==> src/rtl/cftp_pkg.sv <==
// Shared types, constants and scale tables for the command frame text parser.
// No dependencies; every other RTL file refers to this package by scoped names.
`default_nettype none

package cftp_pkg;

    localparam int FRAME_LEN     = 48;
    localparam int DIGITS_NEEDED = 34;
    localparam int POINTS_NEEDED = 5;

    localparam int POS_W   = 6;
    localparam int CNT_W   = 6;
    localparam int MANT_W  = 27;
    localparam int FRAC_W  = 4;
    localparam int SCALE_W = 24;
    localparam int VAL_W   = 50;
    localparam int MARK_N  = 9;

    // marker positions inside the frame
    localparam logic [POS_W-1:0] POS_HEAD = 6'd0;
    localparam logic [POS_W-1:0] POS_V    = 6'd1;
    localparam logic [POS_W-1:0] POS_A    = 6'd9;
    localparam logic [POS_W-1:0] POS_ANG  = 6'd10;
    localparam logic [POS_W-1:0] POS_SEMI = 6'd19;
    localparam logic [POS_W-1:0] POS_P    = 6'd20;
    localparam logic [POS_W-1:0] POS_I    = 6'd29;
    localparam logic [POS_W-1:0] POS_D    = 6'd38;
    localparam logic [POS_W-1:0] POS_BANG = 6'd47;

    localparam logic [MANT_W-1:0] MANT_MAX   = 27'd99999999;
    localparam logic [MANT_W-1:0] MANT_TENTH = 27'd9999999;

    localparam logic [7:0] CH_DOLLAR = 8'h24;
    localparam logic [7:0] CH_HASH   = 8'h23;
    localparam logic [7:0] CH_BANG   = 8'h21;
    localparam logic [7:0] CH_POINT  = 8'h2E;
    localparam logic [7:0] CH_ZERO   = 8'h30;
    localparam logic [7:0] CH_NINE   = 8'h39;
    localparam logic [7:0] CH_SEMI   = 8'h3B;
    localparam logic [7:0] CH_A      = 8'h41;
    localparam logic [7:0] CH_D      = 8'h44;
    localparam logic [7:0] CH_I      = 8'h49;
    localparam logic [7:0] CH_P      = 8'h50;
    localparam logic [7:0] CH_R      = 8'h52;
    localparam logic [7:0] CH_V      = 8'h56;

    typedef enum logic [1:0] {
        ST_GOOD,
        ST_LENGTH,
        ST_PLACE,
        ST_INCOMPLETE
    } t_status;

    typedef enum logic [1:0] {
        INFO_NONE,
        INFO_MOTOR,
        INFO_FEEDBACK
    } t_info;

    typedef enum logic [1:0] {
        ANG_NONE,
        ANG_DEG,
        ANG_RAD
    } t_angle;

    typedef enum logic [2:0] {
        FLD_VOLT,
        FLD_ANGLE,
        FLD_KP,
        FLD_KI,
        FLD_KD
    } t_field;

    // snapshot handed from the scanner to the conversion/result stage
    typedef struct packed {
        logic              valid;
        logic              cap;     // a field was closed by this character
        t_field            sel;
        logic [MANT_W-1:0] m;       // mantissa of the closed field
        logic [MANT_W-1:0] q;       // mantissa scaled down, used when k > 7
        logic [FRAC_W-1:0] k;       // fraction digit count
        logic              eom;     // frame end: carries the result header
        t_status           status;
        t_info             info;
        t_angle            angle;
    } t_snap;

    // 10^(7-k) for k in 0..7
    function automatic logic [SCALE_W-1:0] scale_of(input logic [FRAC_W-1:0] k);
        case (k)
            4'd0:    return 24'd10000000;
            4'd1:    return 24'd1000000;
            4'd2:    return 24'd100000;
            4'd3:    return 24'd10000;
            4'd4:    return 24'd1000;
            4'd5:    return 24'd100;
            4'd6:    return 24'd10;
            4'd7:    return 24'd1;
            default: return 24'd0;
        endcase
    endfunction

    // saturated mantissa divided by 10^(k-7), for k in 8..14
    function automatic logic [MANT_W-1:0] sat_quot(input logic [FRAC_W-1:0] k);
        case (k)
            4'd8:    return 27'd9999999;
            4'd9:    return 27'd999999;
            4'd10:   return 27'd99999;
            4'd11:   return 27'd9999;
            4'd12:   return 27'd999;
            4'd13:   return 27'd99;
            4'd14:   return 27'd9;
            default: return 27'd0;
        endcase
    endfunction

endpackage

`default_nettype wire

==> src/rtl/cftp_ifs.sv <==
// Valid/ready channel interfaces: characters in, parsed frame results out.
// Depends on cftp_pkg for field widths and codes.
`default_nettype none

interface cftp_in_if;
    logic       valid;
    logic       ready;
    logic [7:0] symbol;
    logic       end_of_message;

    modport source (output valid, output symbol, output end_of_message, input ready);
    modport sink   (input valid, input symbol, input end_of_message, output ready);
endinterface

interface cftp_out_if;
    logic                         valid;
    logic                         ready;
    cftp_pkg::t_status            status;
    cftp_pkg::t_info              info_type;
    cftp_pkg::t_angle             angle_type;
    logic [cftp_pkg::VAL_W-1:0]   voltage;
    logic [cftp_pkg::VAL_W-1:0]   angle;
    logic [cftp_pkg::VAL_W-1:0]   kp;
    logic [cftp_pkg::VAL_W-1:0]   ki;
    logic [cftp_pkg::VAL_W-1:0]   kd;

    modport source (output valid, output status, output info_type, output angle_type,
                    output voltage, output angle, output kp, output ki, output kd,
                    input ready);
    modport sink   (input valid, input status, input info_type, input angle_type,
                    input voltage, input angle, input kp, input ki, input kd,
                    output ready);
endinterface

`default_nettype wire

==> src/rtl/cftp_scan.sv <==
// Character scanner: position check, marker decode, digit accumulation, counts.
// Depends on cftp_pkg; emits a registered t_snap per closed field or frame end.
`default_nettype none

module cftp_scan (
    input  logic            i_clk,
    input  logic            i_rst_n,
    input  logic            i_take,
    input  logic            i_load,
    input  logic [7:0]      i_symbol,
    input  logic            i_eom,
    output cftp_pkg::t_snap o_snap
);

    logic [cftp_pkg::POS_W-1:0]  r_pos,    n_pos;
    logic [cftp_pkg::MARK_N-1:0] r_found,  n_found;
    logic                        r_oop,    n_oop;
    logic [cftp_pkg::CNT_W-1:0]  r_digits, n_digits;
    logic [cftp_pkg::CNT_W-1:0]  r_points, n_points;
    logic [cftp_pkg::MANT_W-1:0] r_m,      n_m;
    logic [cftp_pkg::MANT_W-1:0] r_q,      n_q;
    logic [cftp_pkg::FRAC_W-1:0] r_k,      n_k;
    logic                        r_infrac, n_infrac;
    cftp_pkg::t_info             r_info,   n_info;
    cftp_pkg::t_angle            r_angle,  n_angle;
    cftp_pkg::t_snap             r_snap,   n_snap;

    logic                        mark_hit;
    logic                        mark_cap;
    logic [cftp_pkg::MARK_N-1:0] mark_mask;
    cftp_pkg::t_field            mark_sel;
    cftp_pkg::t_info             hit_info;
    cftp_pkg::t_angle            hit_angle;
    logic                        is_digit;
    logic                        is_point;
    logic [cftp_pkg::MANT_W+3:0] m_wide;
    logic [cftp_pkg::MANT_W-1:0] m_step;
    logic [cftp_pkg::MANT_W-1:0] q_step;
    logic [cftp_pkg::FRAC_W-1:0] k_step;

    assign is_digit = (i_symbol >= cftp_pkg::CH_ZERO) && (i_symbol <= cftp_pkg::CH_NINE);
    assign is_point = (i_symbol == cftp_pkg::CH_POINT);

    // marker expected at the current position
    always_comb begin
        mark_hit  = 1'b0;
        mark_cap  = 1'b0;
        mark_mask = '0;
        mark_sel  = cftp_pkg::FLD_VOLT;
        hit_info  = r_info;
        hit_angle = r_angle;
        case (r_pos)
            cftp_pkg::POS_HEAD: begin
                mark_mask = 9'b000000001;
                if (i_symbol == cftp_pkg::CH_DOLLAR) begin
                    mark_hit = 1'b1;
                    hit_info = cftp_pkg::INFO_MOTOR;
                end else if (i_symbol == cftp_pkg::CH_HASH) begin
                    mark_hit = 1'b1;
                    hit_info = cftp_pkg::INFO_FEEDBACK;
                end
            end
            cftp_pkg::POS_V: begin
                mark_mask = 9'b000000010;
                mark_hit  = (i_symbol == cftp_pkg::CH_V);
            end
            cftp_pkg::POS_A: begin
                mark_mask = 9'b000000100;
                mark_hit  = (i_symbol == cftp_pkg::CH_A);
                mark_cap  = 1'b1;
                mark_sel  = cftp_pkg::FLD_VOLT;
            end
            cftp_pkg::POS_ANG: begin
                mark_mask = 9'b000001000;
                if (i_symbol == cftp_pkg::CH_D) begin
                    mark_hit  = 1'b1;
                    hit_angle = cftp_pkg::ANG_DEG;
                end else if (i_symbol == cftp_pkg::CH_R) begin
                    mark_hit  = 1'b1;
                    hit_angle = cftp_pkg::ANG_RAD;
                end
            end
            cftp_pkg::POS_SEMI: begin
                mark_mask = 9'b000010000;
                mark_hit  = (i_symbol == cftp_pkg::CH_SEMI);
                mark_cap  = 1'b1;
                mark_sel  = cftp_pkg::FLD_ANGLE;
            end
            cftp_pkg::POS_P: begin
                mark_mask = 9'b000100000;
                mark_hit  = (i_symbol == cftp_pkg::CH_P);
            end
            cftp_pkg::POS_I: begin
                mark_mask = 9'b001000000;
                mark_hit  = (i_symbol == cftp_pkg::CH_I);
                mark_cap  = 1'b1;
                mark_sel  = cftp_pkg::FLD_KP;
            end
            cftp_pkg::POS_D: begin
                mark_mask = 9'b010000000;
                mark_hit  = (i_symbol == cftp_pkg::CH_D);
                mark_cap  = 1'b1;
                mark_sel  = cftp_pkg::FLD_KI;
            end
            cftp_pkg::POS_BANG: begin
                mark_mask = 9'b100000000;
                mark_hit  = (i_symbol == cftp_pkg::CH_BANG);
                mark_cap  = 1'b1;
                mark_sel  = cftp_pkg::FLD_KD;
            end
            default: begin
                mark_hit = 1'b0;
            end
        endcase
    end

    // digit shift-add with saturation; q tracks m / 10^(k-7) without a divider:
    // it equals m while k <= 7, holds when a fraction digit is appended, and
    // takes a table value once the mantissa saturates, and is zero once k reaches 15
    always_comb begin
        m_wide = ({4'b0, r_m} << 3) + ({4'b0, r_m} << 1) + {27'b0, i_symbol[3:0]};
        if (r_m > cftp_pkg::MANT_TENTH || m_wide > {4'b0, cftp_pkg::MANT_MAX}) begin
            m_step = cftp_pkg::MANT_MAX;
        end else begin
            m_step = m_wide[cftp_pkg::MANT_W-1:0];
        end
        if (r_infrac && r_k != 4'hF) begin
            k_step = r_k + 4'd1;
        end else begin
            k_step = r_k;
        end
        if (k_step <= 4'd7) begin
            q_step = m_step;
        end else if (k_step == 4'hF) begin
            q_step = '0;
        end else if (m_step == cftp_pkg::MANT_MAX) begin
            q_step = cftp_pkg::sat_quot(k_step);
        end else begin
            q_step = r_q;
        end
    end

    always_comb begin
        n_pos    = r_pos;
        n_found  = r_found;
        n_oop    = r_oop;
        n_digits = r_digits;
        n_points = r_points;
        n_m      = r_m;
        n_q      = r_q;
        n_k      = r_k;
        n_infrac = r_infrac;
        n_info   = r_info;
        n_angle  = r_angle;

        n_snap        = '0;
        n_snap.sel    = cftp_pkg::FLD_VOLT;
        n_snap.status = cftp_pkg::ST_GOOD;
        n_snap.info   = cftp_pkg::INFO_NONE;
        n_snap.angle  = cftp_pkg::ANG_NONE;

        if (i_take) begin
            if (r_pos < 6'(cftp_pkg::FRAME_LEN) && !r_oop) begin
                if (mark_hit) begin
                    n_found = r_found | mark_mask;
                    n_info  = hit_info;
                    n_angle = hit_angle;
                    if (mark_cap) begin
                        n_snap.cap = 1'b1;
                        n_snap.sel = mark_sel;
                        n_snap.m   = r_m;
                        n_snap.q   = r_q;
                        n_snap.k   = r_k;
                        n_m        = '0;
                        n_q        = '0;
                        n_k        = '0;
                        n_infrac   = 1'b0;
                    end
                end else if (is_digit) begin
                    n_m = m_step;
                    n_q = q_step;
                    n_k = k_step;
                    if (r_digits != '1) begin
                        n_digits = r_digits + 6'd1;
                    end
                end else if (is_point) begin
                    n_infrac = 1'b1;
                    if (r_points != '1) begin
                        n_points = r_points + 6'd1;
                    end
                end else begin
                    n_oop = 1'b1;
                end
            end
            if (r_pos != '1) begin
                n_pos = r_pos + 6'd1;
            end

            if (i_eom) begin
                n_snap.eom   = 1'b1;
                n_snap.info  = n_info;
                n_snap.angle = n_angle;
                if (r_pos != cftp_pkg::POS_BANG) begin
                    n_snap.status = cftp_pkg::ST_LENGTH;
                end else if (n_oop) begin
                    n_snap.status = cftp_pkg::ST_PLACE;
                end else if (n_digits == 6'(cftp_pkg::DIGITS_NEEDED) &&
                             n_points == 6'(cftp_pkg::POINTS_NEEDED) && (&n_found)) begin
                    n_snap.status = cftp_pkg::ST_GOOD;
                end else begin
                    n_snap.status = cftp_pkg::ST_INCOMPLETE;
                end
                // new frame starts from scratch
                n_pos    = '0;
                n_found  = '0;
                n_oop    = 1'b0;
                n_digits = '0;
                n_points = '0;
                n_m      = '0;
                n_q      = '0;
                n_k      = '0;
                n_infrac = 1'b0;
                n_info   = cftp_pkg::INFO_NONE;
                n_angle  = cftp_pkg::ANG_NONE;
            end
            n_snap.valid = n_snap.cap || n_snap.eom;
        end
    end

    always_ff @(posedge i_clk) begin
        if (!i_rst_n) begin
            r_pos    <= '0;
            r_found  <= '0;
            r_oop    <= 1'b0;
            r_digits <= '0;
            r_points <= '0;
            r_m      <= '0;
            r_q      <= '0;
            r_k      <= '0;
            r_infrac <= 1'b0;
            r_info   <= cftp_pkg::INFO_NONE;
            r_angle  <= cftp_pkg::ANG_NONE;
            r_snap   <= '0;
        end else begin
            r_pos    <= n_pos;
            r_found  <= n_found;
            r_oop    <= n_oop;
            r_digits <= n_digits;
            r_points <= n_points;
            r_m      <= n_m;
            r_q      <= n_q;
            r_k      <= n_k;
            r_infrac <= n_infrac;
            r_info   <= n_info;
            r_angle  <= n_angle;
            if (i_load) begin
                r_snap <= n_snap;
            end
        end
    end

    assign o_snap = r_snap;

endmodule

`default_nettype wire

==> src/rtl/control_frame_text_parser.sv <==
// Command frame text parser, top level.
// Depends on cftp_pkg, cftp_ifs (channel interfaces) and cftp_scan.
`default_nettype none

// Takes a 48-character command frame ($/# V volt A D/R angle ; P kp I ki D kd !)
// one character per cycle while i_chr.ready is high and, for the character flagged
// end_of_message, returns one result on o_res: a status (good, wrong length,
// character out of place, incomplete), the frame and angle type codes, and the
// five fields as unsigned fixed point scaled by 10^7. Characters that do not end
// a frame give no result. The digit shift-add and position decode in the scanner
// are combinational. The result passes through the snapshot register, then the
// 27x24 scaling multiplier, into the result register.
// i_chr.ready drops only when a frame end sits in the snapshot register while
// the previous result is still waiting in the output register.
module control_frame_text_parser (
    input  logic       i_clk,
    input  logic       i_rst_n,
    cftp_in_if.sink    i_chr,
    cftp_out_if.source o_res
);

    cftp_pkg::t_snap snap;

    logic out_free;     // output register can take a new result this cycle
    logic snap_go;      // snapshot stage retires this cycle
    logic slot_free;    // snapshot stage can take a new entry
    logic take;

    logic [cftp_pkg::SCALE_W-1:0]          scale;
    logic [cftp_pkg::VAL_W-1:0]            prod;
    logic [cftp_pkg::VAL_W-1:0]            value;
    logic                                  keep_vals;

    // held field values of the frame in progress
    logic [cftp_pkg::VAL_W-1:0] r_volt_held;
    logic [cftp_pkg::VAL_W-1:0] r_ang_held;
    logic [cftp_pkg::VAL_W-1:0] r_kp_held;
    logic [cftp_pkg::VAL_W-1:0] r_ki_held;

    // result register
    logic                       r_out_valid;
    cftp_pkg::t_status          r_status;
    cftp_pkg::t_info            r_info;
    cftp_pkg::t_angle           r_angle;
    logic [cftp_pkg::VAL_W-1:0] r_volt;
    logic [cftp_pkg::VAL_W-1:0] r_ang;
    logic [cftp_pkg::VAL_W-1:0] r_kp;
    logic [cftp_pkg::VAL_W-1:0] r_ki;
    logic [cftp_pkg::VAL_W-1:0] r_kd;

    // Only frame ends need the output register; field captures retire into
    // the held registers every cycle.
    assign out_free  = !r_out_valid || o_res.ready;
    assign snap_go   = snap.valid && (!snap.eom || out_free);
    assign slot_free = !snap.valid || snap_go;
    assign take      = i_chr.valid && slot_free;

    assign i_chr.ready = slot_free;

    cftp_scan u_scan (
        .i_clk    (i_clk),
        .i_rst_n  (i_rst_n),
        .i_take   (take),
        .i_load   (slot_free),
        .i_symbol (i_chr.symbol),
        .i_eom    (i_chr.end_of_message),
        .o_snap   (snap)
    );

    // Field value: m * 10^(7-k) for up to seven fraction digits, otherwise the
    // pre-scaled quotient tracked by the scanner. Max 99999999 * 10^7 < 2^50.
    assign scale = cftp_pkg::scale_of(snap.k);
    assign prod  = {23'b0, snap.m} * {26'b0, scale};
    assign value = (snap.k > 4'd7) ? {23'b0, snap.q} : prod;

    // wrong length or misplaced character zeroes everything but the status
    assign keep_vals = (snap.status == cftp_pkg::ST_GOOD) ||
                       (snap.status == cftp_pkg::ST_INCOMPLETE);

    always_ff @(posedge i_clk) begin
        if (!i_rst_n) begin
            r_out_valid <= 1'b0;
            r_volt_held <= '0;
            r_ang_held  <= '0;
            r_kp_held   <= '0;
            r_ki_held   <= '0;
        end else begin
            if (r_out_valid && o_res.ready) begin
                r_out_valid <= 1'b0;
            end
            if (snap_go) begin
                if (snap.eom) begin
                    r_out_valid <= 1'b1;
                    r_volt_held <= '0;
                    r_ang_held  <= '0;
                    r_kp_held   <= '0;
                    r_ki_held   <= '0;
                end else if (snap.cap) begin
                    case (snap.sel)
                        cftp_pkg::FLD_VOLT:  r_volt_held <= value;
                        cftp_pkg::FLD_ANGLE: r_ang_held  <= value;
                        cftp_pkg::FLD_KP:    r_kp_held   <= value;
                        cftp_pkg::FLD_KI:    r_ki_held   <= value;
                        default:             r_ki_held   <= r_ki_held;
                    endcase
                end
            end
        end
    end

    // result payload, loaded with the frame end
    always_ff @(posedge i_clk) begin
        if (snap_go && snap.eom) begin
            r_status <= snap.status;
            if (keep_vals) begin
                r_info  <= snap.info;
                r_angle <= snap.angle;
                r_volt  <= r_volt_held;
                r_ang   <= r_ang_held;
                r_kp    <= r_kp_held;
                r_ki    <= r_ki_held;
                r_kd    <= (snap.cap && snap.sel == cftp_pkg::FLD_KD) ? value : '0;
            end else begin
                r_info  <= cftp_pkg::INFO_NONE;
                r_angle <= cftp_pkg::ANG_NONE;
                r_volt  <= '0;
                r_ang   <= '0;
                r_kp    <= '0;
                r_ki    <= '0;
                r_kd    <= '0;
            end
        end
    end

    assign o_res.valid      = r_out_valid;
    assign o_res.status     = r_status;
    assign o_res.info_type  = r_info;
    assign o_res.angle_type = r_angle;
    assign o_res.voltage    = r_volt;
    assign o_res.angle      = r_ang;
    assign o_res.kp         = r_kp;
    assign o_res.ki         = r_ki;
    assign o_res.kd         = r_kd;

    // a good frame always carries both type markers
    a_good_types : assert property (@(posedge i_clk) disable iff (!i_rst_n)
        r_out_valid && r_status == cftp_pkg::ST_GOOD |->
            r_info != cftp_pkg::INFO_NONE && r_angle != cftp_pkg::ANG_NONE)
        else $error("good frame without type codes");

    // rejected frames report nothing but the status
    a_reject_zero : assert property (@(posedge i_clk) disable iff (!i_rst_n)
        r_out_valid && (r_status == cftp_pkg::ST_LENGTH || r_status == cftp_pkg::ST_PLACE) |->
            r_volt == '0 && r_ang == '0 && r_kp == '0 && r_ki == '0 && r_kd == '0 &&
            r_info == cftp_pkg::INFO_NONE)
        else $error("rejected frame carries values");

    // scaled quotient must equal the mantissa until the eighth fraction digit
    a_quot_track : assert property (@(posedge i_clk) disable iff (!i_rst_n)
        snap.valid && snap.cap && snap.k <= 4'd7 |-> snap.q == snap.m)
        else $error("quotient tracker out of step with mantissa");

endmodule

`default_nettype wire

==> src/flat_wrapper.sv <==
// flat-port wrapper written by rule: the top's interface ports become plain ports
module control_frame_text_parser_flat 
  (i_clk, i_rst_n, i_chr_valid, i_chr_symbol, i_chr_end_of_message, i_chr_ready, o_res_valid, o_res_status, o_res_info_type, o_res_angle_type, o_res_voltage, o_res_angle, o_res_kp, o_res_ki, o_res_kd, o_res_ready);
  cftp_in_if i_chr_i ();
  cftp_out_if o_res_i ();
  input  logic i_clk;
  input  logic i_rst_n;
  input wire logic [$bits(i_chr_i.valid)-1:0] i_chr_valid;
  input wire logic [$bits(i_chr_i.symbol)-1:0] i_chr_symbol;
  input wire logic [$bits(i_chr_i.end_of_message)-1:0] i_chr_end_of_message;
  output wire logic [$bits(i_chr_i.ready)-1:0] i_chr_ready;
  output wire logic [$bits(o_res_i.valid)-1:0] o_res_valid;
  output wire logic [$bits(o_res_i.status)-1:0] o_res_status;
  output wire logic [$bits(o_res_i.info_type)-1:0] o_res_info_type;
  output wire logic [$bits(o_res_i.angle_type)-1:0] o_res_angle_type;
  output wire logic [$bits(o_res_i.voltage)-1:0] o_res_voltage;
  output wire logic [$bits(o_res_i.angle)-1:0] o_res_angle;
  output wire logic [$bits(o_res_i.kp)-1:0] o_res_kp;
  output wire logic [$bits(o_res_i.ki)-1:0] o_res_ki;
  output wire logic [$bits(o_res_i.kd)-1:0] o_res_kd;
  input wire logic [$bits(o_res_i.ready)-1:0] o_res_ready;
  assign i_chr_i.valid = i_chr_valid;
  assign i_chr_i.symbol = i_chr_symbol;
  assign i_chr_i.end_of_message = i_chr_end_of_message;
  assign i_chr_ready = i_chr_i.ready;
  assign o_res_valid = o_res_i.valid;
  assign o_res_status = o_res_i.status;
  assign o_res_info_type = o_res_i.info_type;
  assign o_res_angle_type = o_res_i.angle_type;
  assign o_res_voltage = o_res_i.voltage;
  assign o_res_angle = o_res_i.angle;
  assign o_res_kp = o_res_i.kp;
  assign o_res_ki = o_res_i.ki;
  assign o_res_kd = o_res_i.kd;
  assign o_res_i.ready = o_res_ready;
  control_frame_text_parser u_core (.i_clk(i_clk), .i_rst_n(i_rst_n), .i_chr(i_chr_i), .o_res(o_res_i));
endmodule
==> config.mk <==
export PLATFORM = sky130hd
export DESIGN_NAME = control_frame_text_parser_flat
export DESIGN_NICKNAME = d
export VERILOG_FILES = /design/src/rtl/cftp_pkg.sv /design/src/rtl/cftp_ifs.sv /design/src/rtl/cftp_scan.sv /design/src/rtl/control_frame_text_parser.sv /design/src/flat_wrapper.sv
export SDC_FILE = /design/constraint.sdc
export NUM_CORES = 2
export LEC_CHECK = 0
export BUFFER_PORTS_ARGS = -buffer_cell sky130_fd_sc_hd__buf_2
export CAP_MARGIN = 25
export CORE_MARGIN = 2
export CORE_UTILIZATION = 55
export DETAILED_ROUTE_END_ITERATION = 7
export PLACE_DENSITY = 0.8
export SYNTH_ARGS = -nofsm -noshare
export SYNTH_HDL_FRONTEND = slang
export SYNTH_SLANG_ARGS = --single-unit
export TNS_END_PERCENT = 20
==> constraint.sdc <==
create_clock -name i_clk -period 32.9 [get_ports i_clk]
set_input_delay 6.58 -clock i_clk [delete_from_list [all_inputs] [get_ports i_clk]]
set_output_delay 6.58 -clock i_clk [all_outputs]
set_load 0.005 [all_outputs]
### Word level (Yosys, flattened, before mapping)

Memory sizes are Yosys's and may differ from the RTL's. A register that Yosys moved wholly into a read port is not among the register bits.
Cells that the tools add are included.
Widths: inputs -> output; s select.

* output and inout port bits: 258
* bits of input ports: 13
* bits in registers: 618
* logic and storage cells: 236
* ROM bits: 168
* memories kept: 1

Memory list
* (no name shown): words 8, width 21, read ports 1, clocked after Yosys merged registers in 1, write ports 0, RTL line cftp_pkg.sv:90 `case (k)`

* multiplexer cells: 100
* eq/ne operators: 42
* add/subtract/negate cells: 6
* bitwise gates (word level): 1
* reductions and logical operators: 44
* $mul: 1
* order comparisons: 7

Operators by type and width (count)
* $mux 50: 13
* $mux 27: 13
* $mux 62: 4
* $pmux 24 s7: 1
* $mux 6: 15
* $pmux 9 s9: 1
* $mux 70: 1
* $mul 27x24->50: 1
* $eq 8x7->1 const B: 6
* $eq 8x6->1 const B: 5
* $mux 9: 4
* $eq 4x4->1 const B: 8
* $add 30x28->31: 1
* $add 31x4->31: 1
* $gt 31x27->1 const B: 1
* $mux 2: 15
* $eq 27x27->1 const B: 1
* $gt 27x24->1 const B: 1
* $mux 24: 1
* $mux 4: 6
* $ne 6x6->1 const B: 4
* $mux 1: 20
* $add 6x1->6 const B: 3
* $eq 6x5->1 const B: 3
* 37 further kinds: 72

### Longest topological paths before layout

* word-level depth: 19
* gate-level depth with buffers: 30
* mapped depth without buffers: 27

### By module

Synthesis repeated with hierarchy kept, for this count alone.

* cells, all modules: 4856
* area, all modules: 46369.5 sq um

By module, submodules not included
* control_frame_text_parser: instances 1, sequential area each 11711.2 sq um, cells each 3650, area each 36782.8 sq um
* cftp_scan: instances 1, sequential area each 3223.1 sq um, cells each 1206, area each 9586.7 sq um

### Worst setup path before layout

Ideal clock, no wire load.

* path type: input -> register
* start point: input port o_res_ready
* end point: register u_core.r_ki_held[32] in the netlist's numbering
* path buffers: 0
* setup time: 0.061 ns
* data arrival time: 14.791 ns
* required time: 32.839 ns
* stages on the path: 5
* slack: 18.048 ns
* cell sequence: nor2b_1 > or2_2 > clkinv_1 > nor3_1 > a22o_1

* cells in the longest elaborated chain, start to end: 4

RTL lines
* start, declared: RTL line flat_wrapper.sv:21 `input wire logic [$bits(o_res_i.ready)-1:0] o_res_ready;`
* $logic_or 1x1->1: RTL line control_frame_text_parser.sv:53 `assign out_free = !r_out_valid || o_res.ready;`
* $logic_or 1x1->1: RTL line control_frame_text_parser.sv:54 `assign snap_go = snap.valid && (!snap.eom || out_free);`
* $logic_and 1x1->1: RTL line control_frame_text_parser.sv:54
* $reduce_and 3->1 (no line)
* end signal, assigned: RTL line control_frame_text_parser.sv:103 `cftp_pkg::FLD_KI: r_ki_held <= value;`
* end signal, assigned: RTL line control_frame_text_parser.sv:104 `default: r_ki_held <= r_ki_held;`
* end, declared: RTL line control_frame_text_parser.sv:38 `logic [cftp_pkg::VAL_W-1:0] r_ki_held;`

No other way between the ends.
A chain may end at the register's enable or synchronous reset.

### Worst setup path in the final report

* start point: input port o_res_ready
* end point: output port i_chr_ready

* cells in the longest elaborated chain, start to end: 4

RTL lines
* $logic_or 1x1->1: RTL line control_frame_text_parser.sv:53
* $logic_or 1x1->1: RTL line control_frame_text_parser.sv:54
* $logic_and 1x1->1: RTL line control_frame_text_parser.sv:54
* $logic_or 1x1->1: RTL line control_frame_text_parser.sv:55 `assign slot_free = !snap.valid || snap_go;`
* end, declared: RTL line flat_wrapper.sv:11 `output wire logic [$bits(i_chr_i.ready)-1:0] i_chr_ready;`

No other way between the ends.

==> flow_metrics.py <==
metrics = {
    "grt": {
        "grt_first_pass_wirelength_mm": 201,
        "antenna_violations_before_repair": 5,
        "first_global_vias": 35831,
        "maximum_number_of_pins_on_one_net_before_global_route_repair": 111,
        "grt_overflow": 0,
        "grt_usage_pct": 30.1,
    },
    "layout": {
        "sequential_cell_area_sq_um": 15300,
        "final_stage_net_count": 5643,
        "fill_cells": 6632,
        "drive_above_1_share_pct": 10.0,
        "total_area_of_multi_input_combinational_cells_sq_um": 27000,
        "syn_to_final_growth_pct": 9.31,
    },
    "clocking": {
        "postCtsResizedCells": 0,
        "post-cts-setup-buffer-count": 0,
        "tritoncts.num_buffers": 57,
        "clock_insertion_delay_at_the_later_pin_of_the_skew_report_ns": 0.65,
        "clock_tree.root_cell": "sky130_fd_sc_hd__clkbuf_16",
        "numClockSinks": 634,
        "holdBufCountCts": 0,
        "clock_tree_from_tritoncts": "built",
        "clkSlewWorstSetupHoldPaths_ns": 0.06,
        "max-clock-path-buffers": 3,
        "cts-htree-levels": 2,
    },
    "timing": {
        "post-route-min-period_ns": 14.15,
        "worst_slack_ns": 18.75,
        "finalMaxSlewViolations": 0,
        "post-route-period-util_pct": 43.0,
        "final_hold_violation_count": 0,
        "rsz0062_at_grt": "false",
        "fin_skew_ns": 0.0494,
        "setup_total_negative_slack_ns": 0,
        "fmaxAchievable_mhz": 70.7,
        "timing_worst_slew_pin_value_ns": 1.09,
        "finalSetupViolations": 0,
        "slew_headroom_pct": 27.4,
    },
    "detailed_routing": {
        "detail-route-antenna-nets": 0,
        "drc": 0,
        "detail_route.wirelength_mm": 129,
        "vias": 35492,
        "route.detailed.vias_per_inst": 5.91,
        "drt_iter0_drc": 3462,
        "detail_route.first_pass.iterations": 6,
        "wire_per_inst_microns": 21.5,
    },
    "floorplanning": {
        "die_w_microns": 292,
        "initial_core_util_pct": 55.6,
        "io_pins": 271,
        "floorplan.rows": 105,
        "core_area_sq_um": 82200,
        "dieArea_sq_um": 85500,
        "die_height_microns": 292,
    },
    "power_and_ir_drop": {
        "powerDensity_nw_per_um2": 30.6,
        "power_leakage_uw": 0.0223,
        "vdd.ir_drop.worst_mv": 0.0418,
    },
    "critical_path": {
        "worst-r2r-setup-slack_ns": 23.45,
        "max_stage_delay_ns": 0.34,
        "required_ns": 26.32,
        "timing.critical_path.mode_cell": "sky130_fd_sc_hd__buf_2",
        "crit_path_max_fanout": 6,
        "cp-start-kind": "input port",
        "kind_of_cell_with_the_highest_combined_delay_on_the_critical_path": "simple AND/OR/NAND/NOR gates",
        "cp_cell_sequence": "buf_2 -> nor2b_1 -> and3_1 -> inv_1 -> buf_2",
        "critical_path_arrival_ns": 7.57,
        "criticalPathCategory": "input port to output pin",
        "cp-end-kind": "output pin",
        "path_buf_inv": 3,
        "slowest_stage": "sky130_fd_sc_hd__and3_1",
    },
    "yosys": {
        "synth.yosys.seq_area_share_pct": 33.3,
        "synth_largest_area_cell": "sky130_fd_sc_hd__fa_1",
        "ys_async_sr_fraction_pct": 0,
        "syn-num-nets": 5489,
        "post_synth.cell_area_avg_sq_um": 9.68,
        "synth_enable_flop_cells": 256,
        "synth.distinct_cells": 97,
        "synth-seq-cells": 634,
        "postSynthCellCount": 4727,
        "synthFlopType": "sky130_fd_sc_hd__dfxtp_1",
        "synth-warning-count": 0,
        "synth.top_cell.area_share_pct": 20.2,
        "netlist_area_sq_um": 45800,
        "synth.top_cells.by_area": "sky130_fd_sc_hd__fa_1 (20%), sky130_fd_sc_hd__edfxtp_1 (17%), sky130_fd_sc_hd__dfxtp_1 (17%)",
    },
    "placement": {
        "place_congestion": 0.972,
        "numPortBuffers": 270,
        "worst_setup_slack_before_clock_tree_synthesis_ns": 18.78,
        "detailed_place_hpwl_mm": 96.5,
    },
    "flow_run": {
        "max_cap_viol_count": 0,
    },
    "min_path": {
        "hold_path.class": "register to register",
    },
    "outcome": {
        "outcome": "complete, no violations",
    },
}
==> area by class of cell <==
| class | count | share of cell area, % |
|---|---|---|
| multi-input cells | 3173 | 54.1 |
| flip-flops and latches | 634 | 30.5 |
| inverters | 678 | 5.11 |
| repair buffers | 337 | 3.79 |
| clock buffers | 89 | 3.29 |
| well taps | 1070 | 2.68 |
| clock inverters | 19 | 0.543 |
| diodes | 1 | 0.00500 |
==> through the flow <==
step	cells	cell area (sq um)	total power [uW]	hold slack, ns	utilization (%)
2_1_floorplan	4727	45800	852	0.417	-
3_3_place_gp	5886	48000	863	0.427	58.4
3_5_place_dp	5890	48100	863	0.434	58.4
4_1_cts	5998	50000	1530	0.449	60.8
5_1_grt	6000	50000	1560	0.466	60.8
6_report	6001	50000	1530	0.446	60.8
==> layout by cell type (no fill, tap or decap), drive strengths merged, types with 214 or more instances in the layout <==
cell type,n
nor2,283
inv,680
fa,462
dfxtp,378
and2,528
nand2,375
edfxtp,256
a21oi,214
buf,337
ha,287
==> power breakdown <==
part           total, uW  internal, uW  switching, uW
Clock                682           380            302
Combinational       30.3          6.56           23.7
Sequential           816           815           1.80
==> cells in the mapped netlist (all sizes together) (15+ instances only) <==
cell and number:
or3 16, mux2i 23, nor3 33, o31ai 15, a21oi 214, a21o 54
dfxtp 378, and2 528, fa 462, nand3 137, ha 287, xor2 28
buf 34, o21ai 115, o21a 20, xnor2 50, nor2 283, nand4 31
a22o 73, a22oi 22, clkbuf 208, nand2b 26, nor2b 46, o211ai 18
a31oi 64, and3 32, a211oi 20, nand2 375, a32o 26, edfxtp 256
inv 677
==> flip-flops by register name, indices dropped and copies added, names as in the netlist, 50 cells and up, named ones only <==
name,cells
u_core.o_res.angle,50
u_core.o_res.kd,50
u_core.o_res.ki,50
u_core.o_res.kp,50
u_core.o_res.voltage,50
u_core.r_ang_held,50
u_core.r_ki_held,50
u_core.r_kp_held,50
u_core.r_volt_held,50
u_core.u_scan.o_snap,70
==> final timing paths <==
kind | startpoint | endpoint | cells after the start
setup reg to reg | u_core.u_scan.o_snap[10] | u_core.o_res.kd[49] | 26
setup / recovery | o_res_ready | i_chr_ready | 5
hold / removal | u_core.r_ang_held[31] | u_core.r_ang_held[31] | 2
hold reg to reg | u_core.r_ang_held[31] | u_core.r_ang_held[31] | 2
==> routing by layer <==
| metal | vias to the layer above | routed length (microns) | GRT usage [%] | part of all wire (%) |
|---|---|---|---|---|
| li1 | 15863 | - | - | - |
| met1 | 17384 | 49300 | 38.5 | 38 |
| met2 | 1797 | 60500 | 49.5 | 47 |
| met3 | 444 | 11400 | 4.67 | 8.8 |
| met4 | 4 | 7770 | 15.8 | 6.0 |
| met5 | - | 31 | 0 | 0.024 |
==> tightest hold or removal path: cells and delay by family (launching register included) <==
kind	cells	cell delay (ns)
simple gates	1	0.05
flops	1	0.31
compound gates	1	0.05
==> kinds of logic (layout without fill, tap and decap cells) <==
logic type	Yosys count	count (layout)	synth area share, %
XOR/XNOR	78	78	1.49
other	0	1	0
multiplexers	24	24	0.528
AO/OA/AOI/OAI	751	751	11.2
flip-flops	634	634	33.3
AND/OR/NAND/NOR	1568	1568	17.6
buffers and inverters	920	1123	7.67
adder cells (fa/ha/maj)	752	752	28.1
No activity file was read; power rests on OpenSTA's default activity.
